[config.mk]
export PLATFORM = sky130hd
export DESIGN_NAME = activity_health_classifier_top_flat
export DESIGN_NICKNAME = d
export VERILOG_FILES = /design/src/hw/rtl/ahc_pkg.sv /design/src/hw/rtl/ahc_req_if.sv /design/src/hw/rtl/ahc_rsp_if.sv /design/src/hw/rtl/activity_health_classifier_top.sv /design/src/flat_wrapper.sv
export SDC_FILE = /design/constraint.sdc
export NUM_CORES = 1
export LEC_CHECK = 0
export BUFFER_PORTS_ARGS = -buffer_cell sky130_fd_sc_hd__buf_2
export CAP_MARGIN = 10
export CORE_MARGIN = 10
export CORE_UTILIZATION = 55
export DETAILED_ROUTE_END_ITERATION = 16
export HOLD_SLACK_MARGIN = 0.15
export PLACE_DENSITY = 0.74
export SLEW_MARGIN = 20
export SYNTH_ARGS = -nofsm -noshare
export SYNTH_HDL_FRONTEND = slang
export SYNTH_SLANG_ARGS = --single-unit
export TNS_END_PERCENT = 30
[constraint.sdc]
create_clock -name clock -period 10.1 [get_ports clock]
set_clock_uncertainty 0.1 [all_clocks]
set_input_delay 1.01 -clock clock [delete_from_list [all_inputs] [get_ports clock]]
set_output_delay 1.01 -clock clock [all_outputs]
set_load 0.02 [all_outputs]
[src/hw/rtl/ahc_pkg.sv]
`default_nettype none

package ahc_pkg;

   // Widths fixed by the field definitions.
   localparam int INTERVAL_BITS = 16;
   localparam logic [INTERVAL_BITS-1:0] INTERVAL_RESET = 16'd5000;

   // Default widths for the time and error-count fields.
   localparam int TIME_BITS_DEFAULT  = 48;
   localparam int COUNT_BITS_DEFAULT = 32;

   // Command codes carried by a request beat.
   localparam logic CMD_ASSESS      = 1'b0;
   localparam logic CMD_MARK_FAILED = 1'b1;

   typedef enum logic [2:0] {
      HS_UNKNOWN  = 3'd0,
      HS_FAILED   = 3'd1,
      HS_DEGRADED = 3'd2,
      HS_IDLE     = 3'd3,
      HS_HEALTHY  = 3'd4
   } health_type;

   typedef enum logic [2:0] {
      RS_UNPROVEN      = 3'd0,
      RS_FATAL         = 3'd1,
      RS_SHUTDOWN      = 3'd2,
      RS_COUNTER_RESET = 3'd3,
      RS_NEW_ERRORS    = 3'd4,
      RS_INVALID_ACT   = 3'd5,
      RS_NO_ACT        = 3'd6,
      RS_RECENT        = 3'd7
   } reason_type;

endpackage

`default_nettype wire

[src/hw/rtl/ahc_req_if.sv]
`default_nettype none

interface ahc_req_if #(
   parameter int TIME_BITS  = ahc_pkg::TIME_BITS_DEFAULT,
   parameter int COUNT_BITS = ahc_pkg::COUNT_BITS_DEFAULT
);
   logic                  valid;
   logic                  ready;
   logic                  cmd;
   logic [TIME_BITS-1:0]  now_ms;
   logic                  activity_valid;
   logic [TIME_BITS-1:0]  activity_ms;
   logic [COUNT_BITS-1:0] err_sum;
   logic                  final_report;

   modport source (
      output valid, cmd, now_ms, activity_valid, activity_ms, err_sum, final_report,
      input  ready
   );

   modport sink (
      input  valid, cmd, now_ms, activity_valid, activity_ms, err_sum, final_report,
      output ready
   );
endinterface

`default_nettype wire

[src/hw/rtl/ahc_rsp_if.sv]
`default_nettype none

interface ahc_rsp_if #(
   parameter int TIME_BITS  = ahc_pkg::TIME_BITS_DEFAULT,
   parameter int COUNT_BITS = ahc_pkg::COUNT_BITS_DEFAULT
);
   logic                   valid;
   logic                   ready;
   ahc_pkg::health_type    health_state;
   ahc_pkg::reason_type    reason_code;
   logic                   counter_was_reset;
   logic                   new_errors_valid;
   logic [COUNT_BITS-1:0]  new_error_count;
   logic                   window_valid;
   logic [TIME_BITS-1:0]   window_ms;

   modport source (
      output valid, health_state, reason_code, counter_was_reset, new_errors_valid,
             new_error_count, window_valid, window_ms,
      input  ready
   );

   modport sink (
      input  valid, health_state, reason_code, counter_was_reset, new_errors_valid,
             new_error_count, window_valid, window_ms,
      output ready
   );
endinterface

`default_nettype wire

[src/hw/rtl/activity_health_classifier_top.sv]
// Activity health classifier.
// Request beats arrive on req_bus. An assess beat carries the current time, an
// optional last-activity time, the running error total and a shutdown flag; it
// yields exactly one response beat on rsp_bus with the health state, reason,
// counter-reset and new-error information and the window since the last assess.
// A mark-failed beat sets a sticky failed flag and yields no response beat.
// The interval register is written through csr_we / csr_wdata; the user must
// write it only while the block is idle, as the block does not enforce this.
// The idle limit is twice the interval, recovery needs one interval. A beat
// is captured in an input register, then classified into the response
// register. Throughput: one beat per cycle while the receiver keeps up. The
// history registers are updated as a beat leaves the input register, so the
// next beat is classified against them. When the receiver stalls, the
// response register holds its beat and the input register can still take
// one more beat; after that req_bus.ready drops. Reset clears the history,
// the recovery mark and the failed flag, empties both registers and restores
// the interval to 5000 ms.
`default_nettype none

module activity_health_classifier_top #(
   parameter int TIME_BITS  = ahc_pkg::TIME_BITS_DEFAULT,
   parameter int COUNT_BITS = ahc_pkg::COUNT_BITS_DEFAULT
) (
   input  wire logic                              clock,
   input  wire logic                              reset,
   ahc_req_if.sink                                req_bus,
   ahc_rsp_if.source                              rsp_bus,
   input  wire logic                              csr_we,
   input  wire logic [ahc_pkg::INTERVAL_BITS-1:0] csr_wdata
);

   localparam int IB = ahc_pkg::INTERVAL_BITS;

   // Interval register.
   logic [IB-1:0] interval_ff;

   // Input register: one captured request beat.
   logic                  in_valid_ff;
   logic                  in_cmd_ff;
   logic [TIME_BITS-1:0]  in_now_ff;
   logic                  in_act_valid_ff;
   logic [TIME_BITS-1:0]  in_act_ff;
   logic [COUNT_BITS-1:0] in_errs_ff;
   logic                  in_final_ff;

   // History kept between assess beats.
   logic                  prev_valid_ff, prev_valid_in;
   logic [TIME_BITS-1:0]  prev_time_ff, prev_time_in;
   logic [COUNT_BITS-1:0] prev_errs_ff, prev_errs_in;
   logic                  rec_valid_ff, rec_valid_in;
   logic [TIME_BITS-1:0]  rec_time_ff, rec_time_in;
   logic                  failed_ff, failed_in;

   // Response register.
   logic                  out_valid_ff;
   ahc_pkg::health_type   out_state_ff, out_state_in;
   ahc_pkg::reason_type   out_reason_ff, out_reason_in;
   logic                  out_reset_ff, out_reset_in;
   logic [COUNT_BITS-1:0] out_count_ff, out_count_in;
   logic                  out_win_valid_ff;
   logic [TIME_BITS-1:0]  out_win_ff, out_win_in;

   logic                  advance;
   logic                  is_assess;
   logic                  new_nz;
   logic                  rec_mark;
   logic                  rec_valid_mid;
   logic [TIME_BITS-1:0]  rec_time_mid;
   logic [TIME_BITS-1:0]  act_age;
   logic [TIME_BITS-1:0]  rec_age;
   logic [TIME_BITS-1:0]  limit;

   // The input register moves on when the response slot is free or draining.
   // A mark-failed beat produces nothing and always moves on.
   assign is_assess = (in_cmd_ff == ahc_pkg::CMD_ASSESS);
   assign advance   = in_valid_ff && (!is_assess || !out_valid_ff || rsp_bus.ready);

   assign req_bus.ready = !in_valid_ff || advance;

   assign limit   = TIME_BITS'({interval_ff, 1'b0});
   assign act_age = in_now_ff - in_act_ff;

   always_comb begin
      out_reset_in  = prev_valid_ff && (in_errs_ff < prev_errs_ff);
      out_win_in    = prev_valid_ff ? (in_now_ff - prev_time_ff) : '0;
      out_count_in  = out_reset_in ? '0 : (in_errs_ff - prev_errs_ff);
      new_nz        = (out_count_in != '0);
      rec_mark      = out_reset_in || new_nz;
      rec_valid_mid = rec_valid_ff || rec_mark;
      rec_time_mid  = rec_mark ? in_now_ff : rec_time_ff;
      rec_age       = in_now_ff - rec_time_mid;

      out_state_in  = ahc_pkg::HS_UNKNOWN;
      out_reason_in = ahc_pkg::RS_UNPROVEN;
      rec_valid_in  = rec_valid_mid;
      rec_time_in   = rec_time_mid;

      // Fixed priority from a sticky failure down to proven recovery.
      if (failed_ff) begin
         out_state_in  = ahc_pkg::HS_FAILED;
         out_reason_in = ahc_pkg::RS_FATAL;
      end else if (in_final_ff) begin
         out_reason_in = ahc_pkg::RS_SHUTDOWN;
      end else if (out_reset_in) begin
         out_reason_in = ahc_pkg::RS_COUNTER_RESET;
      end else if (new_nz) begin
         out_state_in  = ahc_pkg::HS_DEGRADED;
         out_reason_in = ahc_pkg::RS_NEW_ERRORS;
      end else if (in_act_valid_ff && (in_act_ff > in_now_ff)) begin
         out_reason_in = ahc_pkg::RS_INVALID_ACT;
      end else if (!in_act_valid_ff || (act_age > limit)) begin
         out_state_in  = ahc_pkg::HS_IDLE;
         out_reason_in = ahc_pkg::RS_NO_ACT;
      end else if (!rec_valid_mid || ((in_act_ff > rec_time_mid) &&
                   (rec_age >= TIME_BITS'(interval_ff)))) begin
         out_state_in  = ahc_pkg::HS_HEALTHY;
         out_reason_in = ahc_pkg::RS_RECENT;
         rec_valid_in  = 1'b0;
         rec_time_in   = '0;
      end

      prev_valid_in = 1'b1;
      prev_time_in  = in_now_ff;
      prev_errs_in  = in_errs_ff;
      failed_in     = 1'b1;
   end

   // Control state.
   always_ff @(posedge clock) begin
      if (reset) begin
         interval_ff   <= ahc_pkg::INTERVAL_RESET;
         in_valid_ff   <= 1'b0;
         out_valid_ff  <= 1'b0;
         prev_valid_ff <= 1'b0;
         prev_time_ff  <= '0;
         prev_errs_ff  <= '0;
         rec_valid_ff  <= 1'b0;
         rec_time_ff   <= '0;
         failed_ff     <= 1'b0;
      end else begin
         if (csr_we) begin
            interval_ff <= csr_wdata;
         end
         if (req_bus.valid && req_bus.ready) begin
            in_valid_ff <= 1'b1;
         end else if (advance) begin
            in_valid_ff <= 1'b0;
         end
         if (advance && is_assess) begin
            out_valid_ff  <= 1'b1;
            prev_valid_ff <= prev_valid_in;
            prev_time_ff  <= prev_time_in;
            prev_errs_ff  <= prev_errs_in;
            rec_valid_ff  <= rec_valid_in;
            rec_time_ff   <= rec_time_in;
         end else if (rsp_bus.ready) begin
            out_valid_ff  <= 1'b0;
         end
         if (advance && !is_assess) begin
            failed_ff <= failed_in;
         end
      end
   end

   // Payload registers.
   always_ff @(posedge clock) begin
      if (req_bus.valid && req_bus.ready) begin
         in_cmd_ff       <= req_bus.cmd;
         in_now_ff       <= req_bus.now_ms;
         in_act_valid_ff <= req_bus.activity_valid;
         in_act_ff       <= req_bus.activity_ms;
         in_errs_ff      <= req_bus.err_sum;
         in_final_ff     <= req_bus.final_report;
      end
      if (advance && is_assess) begin
         out_state_ff     <= out_state_in;
         out_reason_ff    <= out_reason_in;
         out_reset_ff     <= out_reset_in;
         out_count_ff     <= out_count_in;
         out_win_valid_ff <= prev_valid_ff;
         out_win_ff       <= out_win_in;
      end
   end

   assign rsp_bus.valid             = out_valid_ff;
   assign rsp_bus.health_state      = out_state_ff;
   assign rsp_bus.reason_code       = out_reason_ff;
   assign rsp_bus.counter_was_reset = out_reset_ff;
   assign rsp_bus.new_errors_valid  = !out_reset_ff;
   assign rsp_bus.new_error_count   = out_count_ff;
   assign rsp_bus.window_valid      = out_win_valid_ff;
   assign rsp_bus.window_ms         = out_win_ff;

endmodule

`default_nettype wire

[src/flat_wrapper.sv]
// flat-port wrapper written by rule: the top's interface ports become plain ports
module activity_health_classifier_top_flat 
#(
   parameter int TIME_BITS  = ahc_pkg::TIME_BITS_DEFAULT,
   parameter int COUNT_BITS = ahc_pkg::COUNT_BITS_DEFAULT
)
  (clock, reset, csr_we, csr_wdata, req_bus_valid, req_bus_cmd, req_bus_now_ms, req_bus_activity_valid, req_bus_activity_ms, req_bus_err_sum, req_bus_final_report, req_bus_ready, rsp_bus_valid, rsp_bus_health_state, rsp_bus_reason_code, rsp_bus_counter_was_reset, rsp_bus_new_errors_valid, rsp_bus_new_error_count, rsp_bus_window_valid, rsp_bus_window_ms, rsp_bus_ready);
  ahc_req_if #(.TIME_BITS(TIME_BITS), .COUNT_BITS(COUNT_BITS)) req_bus_i ();
  ahc_rsp_if #(.TIME_BITS(TIME_BITS), .COUNT_BITS(COUNT_BITS)) rsp_bus_i ();
  input  wire logic clock;
  input  wire logic reset;
  input  wire logic csr_we;
  input  wire logic [ahc_pkg::INTERVAL_BITS-1:0] csr_wdata;
  input wire logic [$bits(req_bus_i.valid)-1:0] req_bus_valid;
  input wire logic [$bits(req_bus_i.cmd)-1:0] req_bus_cmd;
  input wire logic [$bits(req_bus_i.now_ms)-1:0] req_bus_now_ms;
  input wire logic [$bits(req_bus_i.activity_valid)-1:0] req_bus_activity_valid;
  input wire logic [$bits(req_bus_i.activity_ms)-1:0] req_bus_activity_ms;
  input wire logic [$bits(req_bus_i.err_sum)-1:0] req_bus_err_sum;
  input wire logic [$bits(req_bus_i.final_report)-1:0] req_bus_final_report;
  output wire logic [$bits(req_bus_i.ready)-1:0] req_bus_ready;
  output wire logic [$bits(rsp_bus_i.valid)-1:0] rsp_bus_valid;
  output wire logic [$bits(rsp_bus_i.health_state)-1:0] rsp_bus_health_state;
  output wire logic [$bits(rsp_bus_i.reason_code)-1:0] rsp_bus_reason_code;
  output wire logic [$bits(rsp_bus_i.counter_was_reset)-1:0] rsp_bus_counter_was_reset;
  output wire logic [$bits(rsp_bus_i.new_errors_valid)-1:0] rsp_bus_new_errors_valid;
  output wire logic [$bits(rsp_bus_i.new_error_count)-1:0] rsp_bus_new_error_count;
  output wire logic [$bits(rsp_bus_i.window_valid)-1:0] rsp_bus_window_valid;
  output wire logic [$bits(rsp_bus_i.window_ms)-1:0] rsp_bus_window_ms;
  input wire logic [$bits(rsp_bus_i.ready)-1:0] rsp_bus_ready;
  assign req_bus_i.valid = req_bus_valid;
  assign req_bus_i.cmd = req_bus_cmd;
  assign req_bus_i.now_ms = req_bus_now_ms;
  assign req_bus_i.activity_valid = req_bus_activity_valid;
  assign req_bus_i.activity_ms = req_bus_activity_ms;
  assign req_bus_i.err_sum = req_bus_err_sum;
  assign req_bus_i.final_report = req_bus_final_report;
  assign req_bus_ready = req_bus_i.ready;
  assign rsp_bus_valid = rsp_bus_i.valid;
  assign rsp_bus_health_state = rsp_bus_i.health_state;
  assign rsp_bus_reason_code = rsp_bus_i.reason_code;
  assign rsp_bus_counter_was_reset = rsp_bus_i.counter_was_reset;
  assign rsp_bus_new_errors_valid = rsp_bus_i.new_errors_valid;
  assign rsp_bus_new_error_count = rsp_bus_i.new_error_count;
  assign rsp_bus_window_valid = rsp_bus_i.window_valid;
  assign rsp_bus_window_ms = rsp_bus_i.window_ms;
  assign rsp_bus_i.ready = rsp_bus_ready;
  activity_health_classifier_top #(.TIME_BITS(TIME_BITS), .COUNT_BITS(COUNT_BITS)) u_core (.clock(clock), .reset(reset), .req_bus(req_bus_i), .rsp_bus(rsp_bus_i), .csr_we(csr_we), .csr_wdata(csr_wdata));
endmodule
# == After elaboration in Yosys (flattened, before gate mapping) ==
# Cells that the tools add are included.
# totals
regBits,368
inputBits,152
output_inout_bits,91
wordCells,90
# classes
add_sub_neg,4
n_lt_le_gt_ge,5
n_mux,32
bitwise,1
n_reduce_logical,24
# ops
op,n
2-to-1 mux 48 bit,8
subtractor 48 bit,3
> comparator 48 bit,2
>= comparator 48 x 16 -> 1 bit,1
> comparator 48 x 17 -> 1 bit,1
< comparator 32 bit,1
2-to-1 mux 32 bit,1
nonzero test 32 bit,1
subtractor 32 bit,1
2-to-1 mux 3 bit,5
2-to-1 mux 1 bit,13
2-to-1 mux 2 bit,5
logical AND 1 bit,7
logical OR 1 bit,7
OR reduction 6 bit,1
logical NOT 1 bit,5
nonzero test 2 bit,2
OR reduction 3 bit,1
NOT 1 bit,1

# == Depth between registers and ports, before layout ==
# Gate-level depths: netlist (run 1).
# depth
word_depth,17
mapped_depth,48
ltp_nobuf,45

# == Worst setup path before layout (run 1) ==
# Ideal clock, no wire load.
# synth_timing
path_type,reg-to-reg
from,reg u_core.in_errs_ff[0]
to,reg u_core.rec_time_ff[24]
setup_ns,0.068
t_arrival_ns,9.944
required_ns,9.932
slack_ns,-0.012
stages_incl_launch_ff,48
path_buffers,4
period_less_slack_ns,10.112
cell_sequence,edfxtp_1 > inv_1 > ha_1 > fa_1 > nand2b_1 > a211oi_1 > o21ai_1 > a221oi_1 > nand4_1 > a2111o_1 > nor4_1 > nand4b_1 > or4b_1 > buf_2 > nor2_4 > buf_6 > clkbuf_1 > o21ai_0 > [12 not listed] > ha_1 > o2111ai_1 > a21oi_1 > a2111oi_0 > o221ai_1 > nor3_1 > o2111ai_1 > a21oi_1 > o21ai_0 > a211o_1 > a31oi_1 > nand4_1 > nor4_1 > nand4_1 > o32a_1 > a41o_4 > buf_6 > o21ai_2
# synth_via
elab_chain_cells,17
elab_cells_between_ends,21
# synth_rtl
item,line,rtl
start: declaration,activity_health_classifier_top.sv:43,logic [COUNT_BITS-1:0] in_errs_ff;
start signal: assignment,activity_health_classifier_top.sv:172,in_errs_ff <= req_bus.err_sum;
< comparator 32 bit,activity_health_classifier_top.sv:84,out_reset_in = prev_valid_ff && (in_errs_ff < prev_errs_ff);
logical AND 1 bit,activity_health_classifier_top.sv:84,
2-to-1 mux 32 bit,activity_health_classifier_top.sv:86,out_count_in = out_reset_in ? '0 : (in_errs_ff - prev_errs_ff);
nonzero test 32 bit,activity_health_classifier_top.sv:87,new_nz = (out_count_in != '0);
logical OR 1 bit,activity_health_classifier_top.sv:88,rec_mark = out_reset_in || new_nz;
2-to-1 mux 48 bit,activity_health_classifier_top.sv:90,rec_time_mid = rec_mark ? in_now_ff : rec_time_ff;
subtractor 48 bit,activity_health_classifier_top.sv:91,rec_age = in_now_ff - rec_time_mid;
>= comparator 48 x 16 -> 1 bit,activity_health_classifier_top.sv:115,(rec_age >= TIME_BITS'(interval_ff)))) begin
logical AND 1 bit,activity_health_classifier_top.sv:114,end else if (!rec_valid_mid || ((in_act_ff > rec_time_mid) &&
logical OR 1 bit,activity_health_classifier_top.sv:114,
2-to-1 mux 48 bit,activity_health_classifier_top.sv:114,
2-to-1 mux 48 bit,activity_health_classifier_top.sv:111,end else if (!in_act_valid_ff || (act_age > limit)) begin
2-to-1 mux 48 bit,activity_health_classifier_top.sv:109,end else if (in_act_valid_ff && (in_act_ff > in_now_ff)) begin
2-to-1 mux 48 bit,activity_health_classifier_top.sv:106,end else if (new_nz) begin
2-to-1 mux 48 bit,activity_health_classifier_top.sv:104,end else if (out_reset_in) begin
2-to-1 mux 48 bit,activity_health_classifier_top.sv:102,end else if (in_final_ff) begin
2-to-1 mux 48 bit *,activity_health_classifier_top.sv:99,if (failed_ff) begin
end signal: assignment,activity_health_classifier_top.sv:155,rec_time_ff <= rec_time_in;
end: declaration,activity_health_classifier_top.sv:51,"logic [TIME_BITS-1:0] rec_time_ff, rec_time_in;"
# Every way passes the cells marked *; elsewhere a longest branch is shown, timed or not.
# A chain may end at the register's enable or synchronous reset.

# == Worst setup path in the final report (run 1) ==
# layout_timing
from,reg u_core.in_errs_ff[2]
to,reg u_core.rec_time_ff[35]
# Same word-level chain as after synthesis.

==> impl_metrics.env, run 1 <==
export IMPL_outcome="finished, final reports clean"
export IMPL_critPathMaxStageDelay_ns=0.56
export IMPL_drcViolationCount=0
export IMPL_powerDensity_nw_per_um2=144
export IMPL_cts_tree="yes"
export IMPL_layout_min_cycle_time_ns=9.93
export IMPL_yosys_area_share_simple_pct=18.3
export IMPL_synth_warnings=0
export IMPL_timing_final_crit_share_pct=98.3
export IMPL_path_class="flop to flop"
export IMPL_synthDistinctLibCells=91
export IMPL_synth_top_family_by_area="compound AO/OA/AOI/OAI gates"
export IMPL_cp_start_kind="flop"
export IMPL_setup_violations=0
export IMPL_wire_per_inst_um=22.3
export IMPL_ys_dominant_reg_cell="edfxtp_1"
export IMPL_min_path_type="flop to flop"
export IMPL_syn_inst=2953
export IMPL_layout_common_cells="nand2_1, a21oi_1, buf_2"
export IMPL_nets=3703
export IMPL_synth_edf_count=219
export IMPL_synth_compound_area_share_pct=21.3
export IMPL_p_leak_nw=13.1
export IMPL_synth_area_leaders="edfxtp_1, dfxtp_1, ha_1"
export IMPL_grt_pass1_wl_mm=133
export IMPL_rsz0062_at_grt="yes"
export IMPL_viasPerCell=6.13
export IMPL_drt_initial_drc_count=2268
export IMPL_wirelength_mm=88.1
export IMPL_synth_top_area_cell="edfxtp_1"
export IMPL_path_clk_slew_ns=0.06
export IMPL_die_area_sq_um=56100
export IMPL_start_util_pct=55.6
export IMPL_holdBufCountCts=0
export IMPL_maxCapViolCount=0
export IMPL_ys_async_sr_fraction_pct=0
export IMPL_setup_tns_ns=0
export IMPL_grt_overflow=0
export IMPL_grt_antenna_before_repair=1
export IMPL_ir_drop_mv=0.181
export IMPL_yosys_register_bits=368
export IMPL_placedInstanceArea_sq_um=28600
export IMPL_syn_avg_cell_area_sq_um=8.76
export IMPL_stdcell_area_sq_um=30500
export IMPL_cts_made_buffers=40
export IMPL_synth_xor_area_share_pct=3.69
export IMPL_clk_latency_ns=0.60
export IMPL_cp_end_kind="flop"
export IMPL_fmax_mhz=101
export IMPL_crit_arrival_ns=10.34
export IMPL_detail_route_antenna_nets=0
export IMPL_grt_use_total_pct=29.9
export IMPL_fin_util_pct=65.5
export IMPL_h_tree_depth=2
export IMPL_hold_viol=0
export IMPL_dp_hpwl_mm=68.2
export IMPL_synth_adder_area_share_pct=12.1
export IMPL_dr_pass1_iters=6
export IMPL_io_pins=243
export IMPL_clk_path_buf_depth=3
export IMPL_slew_limit_headroom_pct=25.4
export IMPL_via_count=24240
export IMPL_tightest_slew_ns=1.12
export IMPL_place_congestion=0.984
export IMPL_cts_root_buf="clkbuf_16"
export IMPL_syn_to_final_growth_pct=18.0
export IMPL_mappedNetlistArea_sq_um=25900
export IMPL_fp_dieW_um=237
export IMPL_crit_fanout=16
export IMPL_cp_required_ns=10.51
export IMPL_slowest_stage="or4b_4"
export IMPL_port_buffers=242
export IMPL_yosysTopAreaCellShare_pct=25.4
export IMPL_die_h_um=237
export IMPL_core_area_sq_um=46600
export IMPL_crit_top_cell="a21oi_2"
export IMPL_first_global_vias=23142
export IMPL_grt_start_max_net_pins=77
export IMPL_muxShareOfSynthArea_pct=2.77
export IMPL_clock_sinks=368
export IMPL_yosysSeqAreaShare_pct=37.0
export IMPL_core_rowCount=79
export IMPL_finalMaxSlewViolations=0
export IMPL_syn_nets=3343
export IMPL_layout_commonest_cell="nand2_1"
export IMPL_drive_above_1_share_pct=18.3
## report_power, final
group	internal [W]	total, W	switching (W)
logic	0.000472	0.00116	0.000688
clock network	0.000855	0.00150	0.000642
registers	0.00167	0.00174	0.0000722
total	0.00300	0.00440	0.00140
## path summary, 6_finish.rpt
| path | start | slack (ns) | end | depth (start not counted) |
|---|---|---|---|---|
| setup / recovery | u_core.in_errs_ff[2] | 0.17 | u_core.rec_time_ff[35] | 43 |
| hold / removal | u_core.rec_time_ff[44] | 0.35 | u_core.rec_time_ff[44] | 2 |
| setup reg to reg | u_core.in_errs_ff[2] | 0.17 | u_core.rec_time_ff[35] | 43 |
| hold reg to reg | u_core.rec_time_ff[44] | 0.35 | u_core.rec_time_ff[44] | 2 |
## cell usage after synthesis (8+ instances only)
cell type  number
clkbuf_1       87
and4_1         10
nand2b_1       59
nor3_1         57
a22o_1          8
dfxtp_1       149
maj3_1         14
o21a_1         24
a21o_1        108
xor2_1         52
inv_1         215
or3_1          14
nand3_1        55
o21ai_2        40
a211oi_1       22
a211o_1        11
a31oi_1        23
and2_1         23
a21oi_1       281
o211ai_1       27
nor4_1         14
nor3b_1         8
o2111ai_1      10
a221oi_1        9
a2111oi_0      11
o31ai_1        14
nand2_1       339
o21ai_0       139
nor2_1        240
mux2i_1        66
ha_1          235
nand4_1        44
xnor2_1        57
edfxtp_1      219
and3_1         25
o21bai_1       21
nor2b_1        66
or2_2          10
## kinds of logic (layout without fill, tap and decap cells)
kind of cell | count (synthesis) | in the layout
and+or+nand+nor | 992 | 992
AOI/OAI and AO/OA | 842 | 843
DFF | 368 | 368
buffers and inverters | 319 | 710
adders and majority gates | 252 | 252
xor gates and xnor gates | 109 | 109
muxes | 71 | 71
other | 0 | 1
## routing by layer
layer  up-vias  track usage [%]  part of all wire [%]
li1      11441                -                     -
met1     11617             40.7                    43
met2      1028             47.4                    45
met3       154             5.21                   8.3
met4         0             9.42                   3.1
met5         -                0                     0
## critical path: cells and delay by family, from the launching register on
family | cells | cell delay [ns]
AOI/OAI and AO/OA | 23 | 4.28
xor gates and xnor gates | 1 | 0.20
and+or+nand+nor | 11 | 2.69
adders and majority gates | 6 | 1.82
DFF | 1 | 0.39
buffers and inverters | 2 | 0.36
## per-stage QoR
| step | setup WS [ns] | hold slack (ns) | cells | power (W) |
|---|---|---|---|---|
| floorplan | 0.0880 | 0.329 | 2953 | 0.00247 |
| global placement | -0.453 | 0.335 | 3858 | 0.00284 |
| detailed placement | -0.784 | 0.340 | 3858 | 0.00286 |
| CTS | 0.0120 | 0.353 | 3935 | 0.00437 |
| global route | -0.151 | 0.367 | 3953 | 0.00459 |
| finish | 0.168 | 0.351 | 3953 | 0.00440 |
## area by class of cell
cell class,instances,area [sq um]
multi-input combinational,2267,15400
clock buffer,54,1140
tap,607,759
clock inverter,20,211
timing repair buffer,420,2640
sequential,368,9560
fill,3872,16000
inverter,216,816
antenna,1,2.50
## timing repair
action,in CTS,in global routing
pin swaps,13,29
buffers inserted,3,13
endpoints found under the setup margin,53,53
resized for setup,20,53
gates cloned,0,4
## flip-flops by register name, summed over array words and instances, names as in the netlist, 3 cells and up
signal                          count
u_core.rsp_bus.health_state         3
u_core.prev_errs_ff                32
u_core.rsp_bus.window_ms           48
u_core.in_act_ff                   48
u_core.in_errs_ff                  32
u_core.in_now_ff                   48
u_core.rsp_bus.new_error_count     32
u_core.rsp_bus.reason_code          3
u_core.interval_ff                 16
u_core.prev_time_ff                48
u_core.rec_time_ff                 48
(Power assumes the default switching activity.)
==> run 2: changes to the inputs <==
--- a/config.mk
+++ b/config.mk
@@ -5,11 +5,13 @@
 export SDC_FILE = /design/constraint.sdc
 export NUM_CORES = 1
 export LEC_CHECK = 0
+export ABC_AREA = 1
 export BUFFER_PORTS_ARGS = -buffer_cell sky130_fd_sc_hd__buf_2
 export CAP_MARGIN = 10
 export CORE_MARGIN = 10
 export CORE_UTILIZATION = 55
 export DETAILED_ROUTE_END_ITERATION = 16
+export GPL_TIMING_DRIVEN = 0
 export HOLD_SLACK_MARGIN = 0.15
 export PLACE_DENSITY = 0.74
 export SLEW_MARGIN = 20
==> impl_metrics.env, run 2 <==
export IMPL_place_congestion=0.993
export IMPL_cp_required_ns=10.42
export IMPL_io_pins=243
export IMPL_drt_initial_drc_count=2248
export IMPL_port_buffers=241
export IMPL_syn_inst=3755
export IMPL_syn_to_final_growth_pct=13.4
export IMPL_top_usage_layer="met2"
export IMPL_yosysTopAreaCellShare_pct=24.3
export IMPL_grt_overflow=0
export IMPL_synth_most_common_cell="nand2_1"
export IMPL_critPathMaxStageDelay_ns=0.91
export IMPL_layout_common_cells="nand2_1, inv_1, a21oi_1"
export IMPL_synth_area_leaders="edfxtp_1, nand2_1, dfxtp_1"
export IMPL_die_h_um=242
export IMPL_die_area_sq_um=58500
export IMPL_yosysSeqAreaShare_pct=35.3
export IMPL_pre_cts_slack_ns=1.73
export IMPL_hold_viol=0
export IMPL_fp_dieW_um=242
export IMPL_cts_setup_buffers=0
export IMPL_cts_root_buf="clkbuf_16"
export IMPL_setup_violations=0
export IMPL_n_fill_cell=4691
export IMPL_via_count=25928
export IMPL_cts_resized_gates=0
export IMPL_synth_warnings=0
export IMPL_use_met3_pct=5.06
export IMPL_wire_per_inst_um=18.1
export IMPL_met1_usage_pct=38.5
export IMPL_crit_fanout=10
export IMPL_clock_sinks=368
export IMPL_rsz0062_at_grt="no"
export IMPL_tightest_slew_ns=1.14
export IMPL_wirelength_mm=85.8
export IMPL_ys_async_sr_fraction_pct=0
export IMPL_cp_end_kind="flop"
export IMPL_drive_above_1_share_pct=10.2
export IMPL_maxCapViolCount=0
export IMPL_core_rowCount=81
export IMPL_nets=4437
export IMPL_synth_top_area_cell="edfxtp_1"
export IMPL_synthTopCellsByCount="nand2_1, inv_1, a21oi_1"
export IMPL_synth_edf_count=219
export IMPL_syn_avg_cell_area_sq_um=7.21
export IMPL_h_tree_depth=2
export IMPL_drcViolationCount=0
export IMPL_fin_cells=4746
export IMPL_min_path_type="flop to flop"
export IMPL_core_area_sq_um=48800
export IMPL_path_class="flop to flop"
export IMPL_timing_final_crit_share_pct=84.8
export IMPL_dr_pass1_iters=6
export IMPL_fmax_mhz=117
export IMPL_layout_commonest_cell="nand2_1"
export IMPL_detail_route_antenna_nets=0
export IMPL_finalMaxSlewViolations=0
export IMPL_grt_use_total_pct=28.2
export IMPL_path_clk_slew_ns=0.06
export IMPL_cts_made_buffers=42
export IMPL_cts_tree="yes"
export IMPL_setup_tns_ns=0
export IMPL_synthDistinctLibCells=60
export IMPL_clk_latency_ns=0.59
export IMPL_ir_drop_mv=0.145
export IMPL_slowest_stage="nor4_1"
export IMPL_final_setup_worst_slack_ns=1.54
export IMPL_place_inst=4667
export IMPL_powerDensity_nw_per_um2=143
export IMPL_syn_nets=4145
export IMPL_crit_top_cell="nand2_1"
export IMPL_grt_start_max_net_pins=54
export IMPL_mappedNetlistArea_sq_um=27100
export IMPL_p_leak_nw=14.8
export IMPL_start_util_pct=55.5
export IMPL_outcome="finished, final reports clean"
export IMPL_ys_dominant_reg_cell="edfxtp_1"
export IMPL_crit_arrival_ns=8.88
export IMPL_first_global_vias=23901
export IMPL_grt_antenna_before_repair=4
export IMPL_dp_hpwl_mm=69.9
export IMPL_slew_limit_headroom_pct=23.8
export IMPL_layout_min_cycle_time_ns=8.56
export IMPL_yosys_register_bits=368
export IMPL_clk_path_buf_depth=3
export IMPL_grtUsageMet2_pct=44.2
export IMPL_viasPerCell=5.46
export IMPL_holdBufCountCts=0
export IMPL_cp_start_kind="flop"
export IMPL_grt_pass1_wl_mm=132
-- run 2: cell count changes in the layout (fill, tap and decap cells not counted), sizes merged, moves of 66 or more --
| cell | change |
|---|---|
| nand2 | +573 |
| buf | -144 |
| nor2b | -66 |
| nand3 | +110 |
| nor2 | +88 |
| a21oi | +134 |
| a21o | -103 |
| inv | +429 |
-- run 2: path summary, 6_finish.rpt --
path / startpoint / endpoint / slack [ns] / depth (start not counted)
max: u_core.in_errs_ff[0] / u_core.rec_time_ff[34] / 1.54 / 38
min: u_core.prev_time_ff[46] / u_core.prev_time_ff[46] / 0.36 / 2
max reg2reg: u_core.in_errs_ff[0] / u_core.rec_time_ff[34] / 1.54 / 38
min reg2reg: u_core.prev_time_ff[46] / u_core.prev_time_ff[46] / 0.36 / 2
-- run 2: where the power goes --
part           total, W  internal [W]  switching [W]
logic           0.00108      0.000372       0.000707
registers       0.00174       0.00168      0.0000641
clock network   0.00159      0.000935       0.000650
-- run 2: area by class of cell --
type                            instances  area (sq um)  area share (%)
Multi-Input combinational cell       2663         14700            47.8
Sequential cell                       368          9560            31.1
Inverter                              650          2440            7.94
Timing Repair Buffer                  248          1350            4.38
Clock buffer                           52          1140            3.71
Tap cell                              664           831            2.70
Buffer                                 74           420            1.37
Clock inverter                         25           303           0.985
Antenna cell                            2          5.00          0.0163
-- run 2: routing by layer --
metal / wire, um / part of all wire, % / vias to the layer above
met5: 10 / 0.012 / -
li1: - / - / 13004
met4: 3010 / 3.5 / 2
met1: 38600 / 45 / 11809
met3: 6820 / 8.0 / 161
met2: 37300 / 43 / 952
-- run 2: critical path: cells and delay by family (launching register included) --
kind | cells | cell delay [ns]
compound gates | 2 | 0.55
fa+ha+maj | 3 | 0.94
buf+inv | 9 | 2.02
flops | 1 | 0.33
mux | 1 | 0.32
simple gates | 23 | 4.10
-- run 2: stage by stage --
step	utilization, %	hold WS, ns	total power [W]	area (sq um)
6_report	62.9	0.358	0.00441	30700
5_1_grt	62.9	0.375	0.00462	30700
4_1_cts	62.9	0.361	0.00440	30700
3_5_place_dp	59.9	0.351	0.00282	29300
3_3_place_gp	59.6	0.347	0.00281	29100
2_1_floorplan	-	0.332	0.00251	27100
-- run 2: logic make-up after synthesis --
kind of cell	Yosys count	synth area share [%]
buffers and inverters	724	10.5
adders and majority gates	238	11.1
DFF	368	35.3
muxes	33	1.22
AOI/OAI and AO/OA	772	15.6
xor gates and xnor gates	58	1.88
and+or+nand+nor	1562	24.4
==> run 3: changes to the inputs <==
--- a/config.mk
+++ b/config.mk
@@ -5,7 +5,7 @@
 export SDC_FILE = /design/constraint.sdc
 export NUM_CORES = 1
 export LEC_CHECK = 0
-export ABC_AREA = 1
+export ABC_AREA = 0
 export BUFFER_PORTS_ARGS = -buffer_cell sky130_fd_sc_hd__buf_2
 export CAP_MARGIN = 10
 export CORE_MARGIN = 10
==> constraint.sdc (replaced) <==
create_clock -name clock -period 7 [get_ports clock]
set_clock_uncertainty 0.1 [all_clocks]
set_input_delay 0.7 -clock clock [delete_from_list [all_inputs] [get_ports clock]]
set_output_delay 0.7 -clock clock [all_outputs]
set_load 0.02 [all_outputs]
==> impl_metrics.env, run 3 (synthesis results as in run 1) <==
export IMPL_power_frac_seq_pct=38.9
export IMPL_grt_start_max_net_pins=57
export IMPL_grt_overflow=0
export IMPL_finalPower_w=0.00647
export IMPL_r2r_setup_slack_ns=-3.34
export IMPL_wirelength_mm=88.4
export IMPL_clk_path_buf_depth=3
export IMPL_drive_above_1_share_pct=17.0
export IMPL_slowest_stage="or4b_4"
export IMPL_fmax_mhz=96.7
export IMPL_intPower_w=0.00440
export IMPL_drcViolationCount=0
export IMPL_setup_violations=55
export IMPL_port_buffers=241
export IMPL_wire_per_inst_um=22.4
export IMPL_cp_end_kind="flop"
export IMPL_core_area_sq_um=46600
export IMPL_layout_min_cycle_time_ns=10.34
export IMPL_fin_util_pct=65.8
export IMPL_outcome="finished, violations left"
export IMPL_final_setup_worst_slack_ns=-3.34
export IMPL_cts_root_buf="clkbuf_16"
export IMPL_layout_common_cells="nand2_1, a21oi_1, buf_2"
export IMPL_p_leak_nw=12.9
export IMPL_die_area_sq_um=56100
export IMPL_grt_pass1_wl_mm=134
export IMPL_switching_power_w=0.00206
export IMPL_crit_top_cell="a21oi_2"
export IMPL_cp_start_kind="flop"
export IMPL_detail_route_antenna_nets=0
export IMPL_finalMaxSlewViolations=0
export IMPL_cp_required_ns=7.43
export IMPL_setup_tns_ns=-174.92
export IMPL_dp_hpwl_mm=68.9
export IMPL_place_congestion=0.977
export IMPL_num_antenna_cells=0
export IMPL_crit_fanout=7
export IMPL_failed_checks="setup timing"
export IMPL_viasPerCell=6.15
export IMPL_rsz0062_at_grt="yes"
export IMPL_syn_to_final_growth_pct=18.4
export IMPL_dr_pass1_iters=6
export IMPL_p_comb_share_pct=25.6
export IMPL_slew_limit_headroom_pct=27.8
export IMPL_min_path_type="input port to flop"
export IMPL_whs_path_depth=1
export IMPL_pre_cts_slack_ns=-4.98
export IMPL_powerDensity_nw_per_um2=211
export IMPL_hold_slack_ns=0.168
export IMPL_tightest_slew_ns=1.08
export IMPL_clockPowerShare_pct=35.5
export IMPL_critPathMaxStageDelay_ns=0.61
export IMPL_core_rowCount=79
export IMPL_nets=3699
export IMPL_die_h_um=237
export IMPL_h_tree_depth=2
export IMPL_io_pins=243
export IMPL_via_count=24276
export IMPL_crit_arrival_ns=10.77
export IMPL_clk_latency_ns=0.61
export IMPL_cts_tree="yes"
export IMPL_hold_viol=0
export IMPL_grt_use_total_pct=30.2
export IMPL_maxCapViolCount=0
export IMPL_layout_commonest_cell="nand2_1"
export IMPL_swShare_pct=31.9
export IMPL_start_util_pct=55.6
export IMPL_first_global_vias=23450
export IMPL_fp_dieW_um=237
export IMPL_grt_antenna_before_repair=3
export IMPL_clock_sinks=368
export IMPL_ir_drop_mv=0.261
export IMPL_timing_final_crit_share_pct=148
export IMPL_path_clk_slew_ns=0.06
export IMPL_cts_made_buffers=41
export IMPL_drt_initial_drc_count=2378
export IMPL_path_class="flop to flop"
export IMPL_reg2regPathDepth=46
## run 3: cell count changes in the layout (fill, tap and decap cells not counted), sizes merged, moves of 21 or more
cell | previous run | this run
a21oi | 416 | 282
nor2b | 0 | 66
buf | 273 | 327
nand3 | 165 | 55
nand3b | 24 | 3
inv | 648 | 218
o21ai | 242 | 183
mux2i | 33 | 66
nor2 | 330 | 242
a21o | 5 | 108
xnor2 | 18 | 57
clkbuf | 98 | 139
nand2b | 0 | 59
nand2 | 912 | 339
## run 3: critical path: cells and delay by family (launching register included)
kind	cells	cell delay [ns]
AND/OR/NAND/NOR	14	3.05
buffers and inverters	3	0.31
flip-flops	1	0.37
AO/OA/AOI/OAI	21	4.13
XOR/XNOR	1	0.21
adder cells (fa/ha/maj)	7	2.07
## run 3: power by group through the flow
stage | sequential (W) | combinational [W] | clock (W)
3_3_place_gp | 0.00256 | 0.00145 | 0
3_5_place_dp | 0.00255 | 0.00149 | 0
2_1_floorplan | 0.00253 | 0.00105 | 0
4_1_cts | 0.00251 | 0.00158 | 0.00232
6_report | 0.00251 | 0.00165 | 0.00230
5_1_grt | 0.00252 | 0.00180 | 0.00241
## run 3: per-layer routing
layer / share of wire [%] / global-route usage, %
met3: 8.9 / 5.34
met2: 46 / 48.4
met5: 0.011 / 0
met1: 42 / 40.5
met4: 3.2 / 10.1
## run 3: path summary, 6_finish.rpt
kind | to | from
hold reg to reg | u_core.rec_time_ff[39] | u_core.rec_time_ff[39]
setup reg to reg | u_core.rec_time_ff[2] | u_core.in_errs_ff[0]
hold / removal | u_core.in_now_ff[33] | req_bus_now_ms[33]
setup / recovery | u_core.rec_time_ff[2] | u_core.in_errs_ff[0]
## run 3: final cells by class
| cell class | instances | area [sq um] |
|---|---|---|
| fill | 3869 | 15900 |
| clock inverter | 22 | 313 |
| clock buffer | 54 | 1090 |
| timing repair buffer | 316 | 1880 |
| multi-input combinational | 2266 | 15700 |
| tap | 607 | 759 |
| buffer | 100 | 494 |
| inverter | 216 | 816 |
| sequential | 368 | 9560 |
## run 3: stage by stage
| step | instances | instance area, sq um |
|---|---|---|
| 2_1_floorplan | 2953 | 26000 |
| 3_3_place_gp | 3801 | 28000 |
| 3_5_place_dp | 3807 | 28200 |
| 4_1_cts | 3934 | 30300 |
| 5_1_grt | 3949 | 30600 |
| 6_report | 3949 | 30600 |
## run 3: timing repair
action	4_1_cts	5_1_grt
buffers inserted	48	17
endpoints found under the hold margin	4	0
resized for setup	73	49
pin swaps	51	44
endpoints found under the setup margin	55	55
hold buffers	4	0
gates cloned	0	0
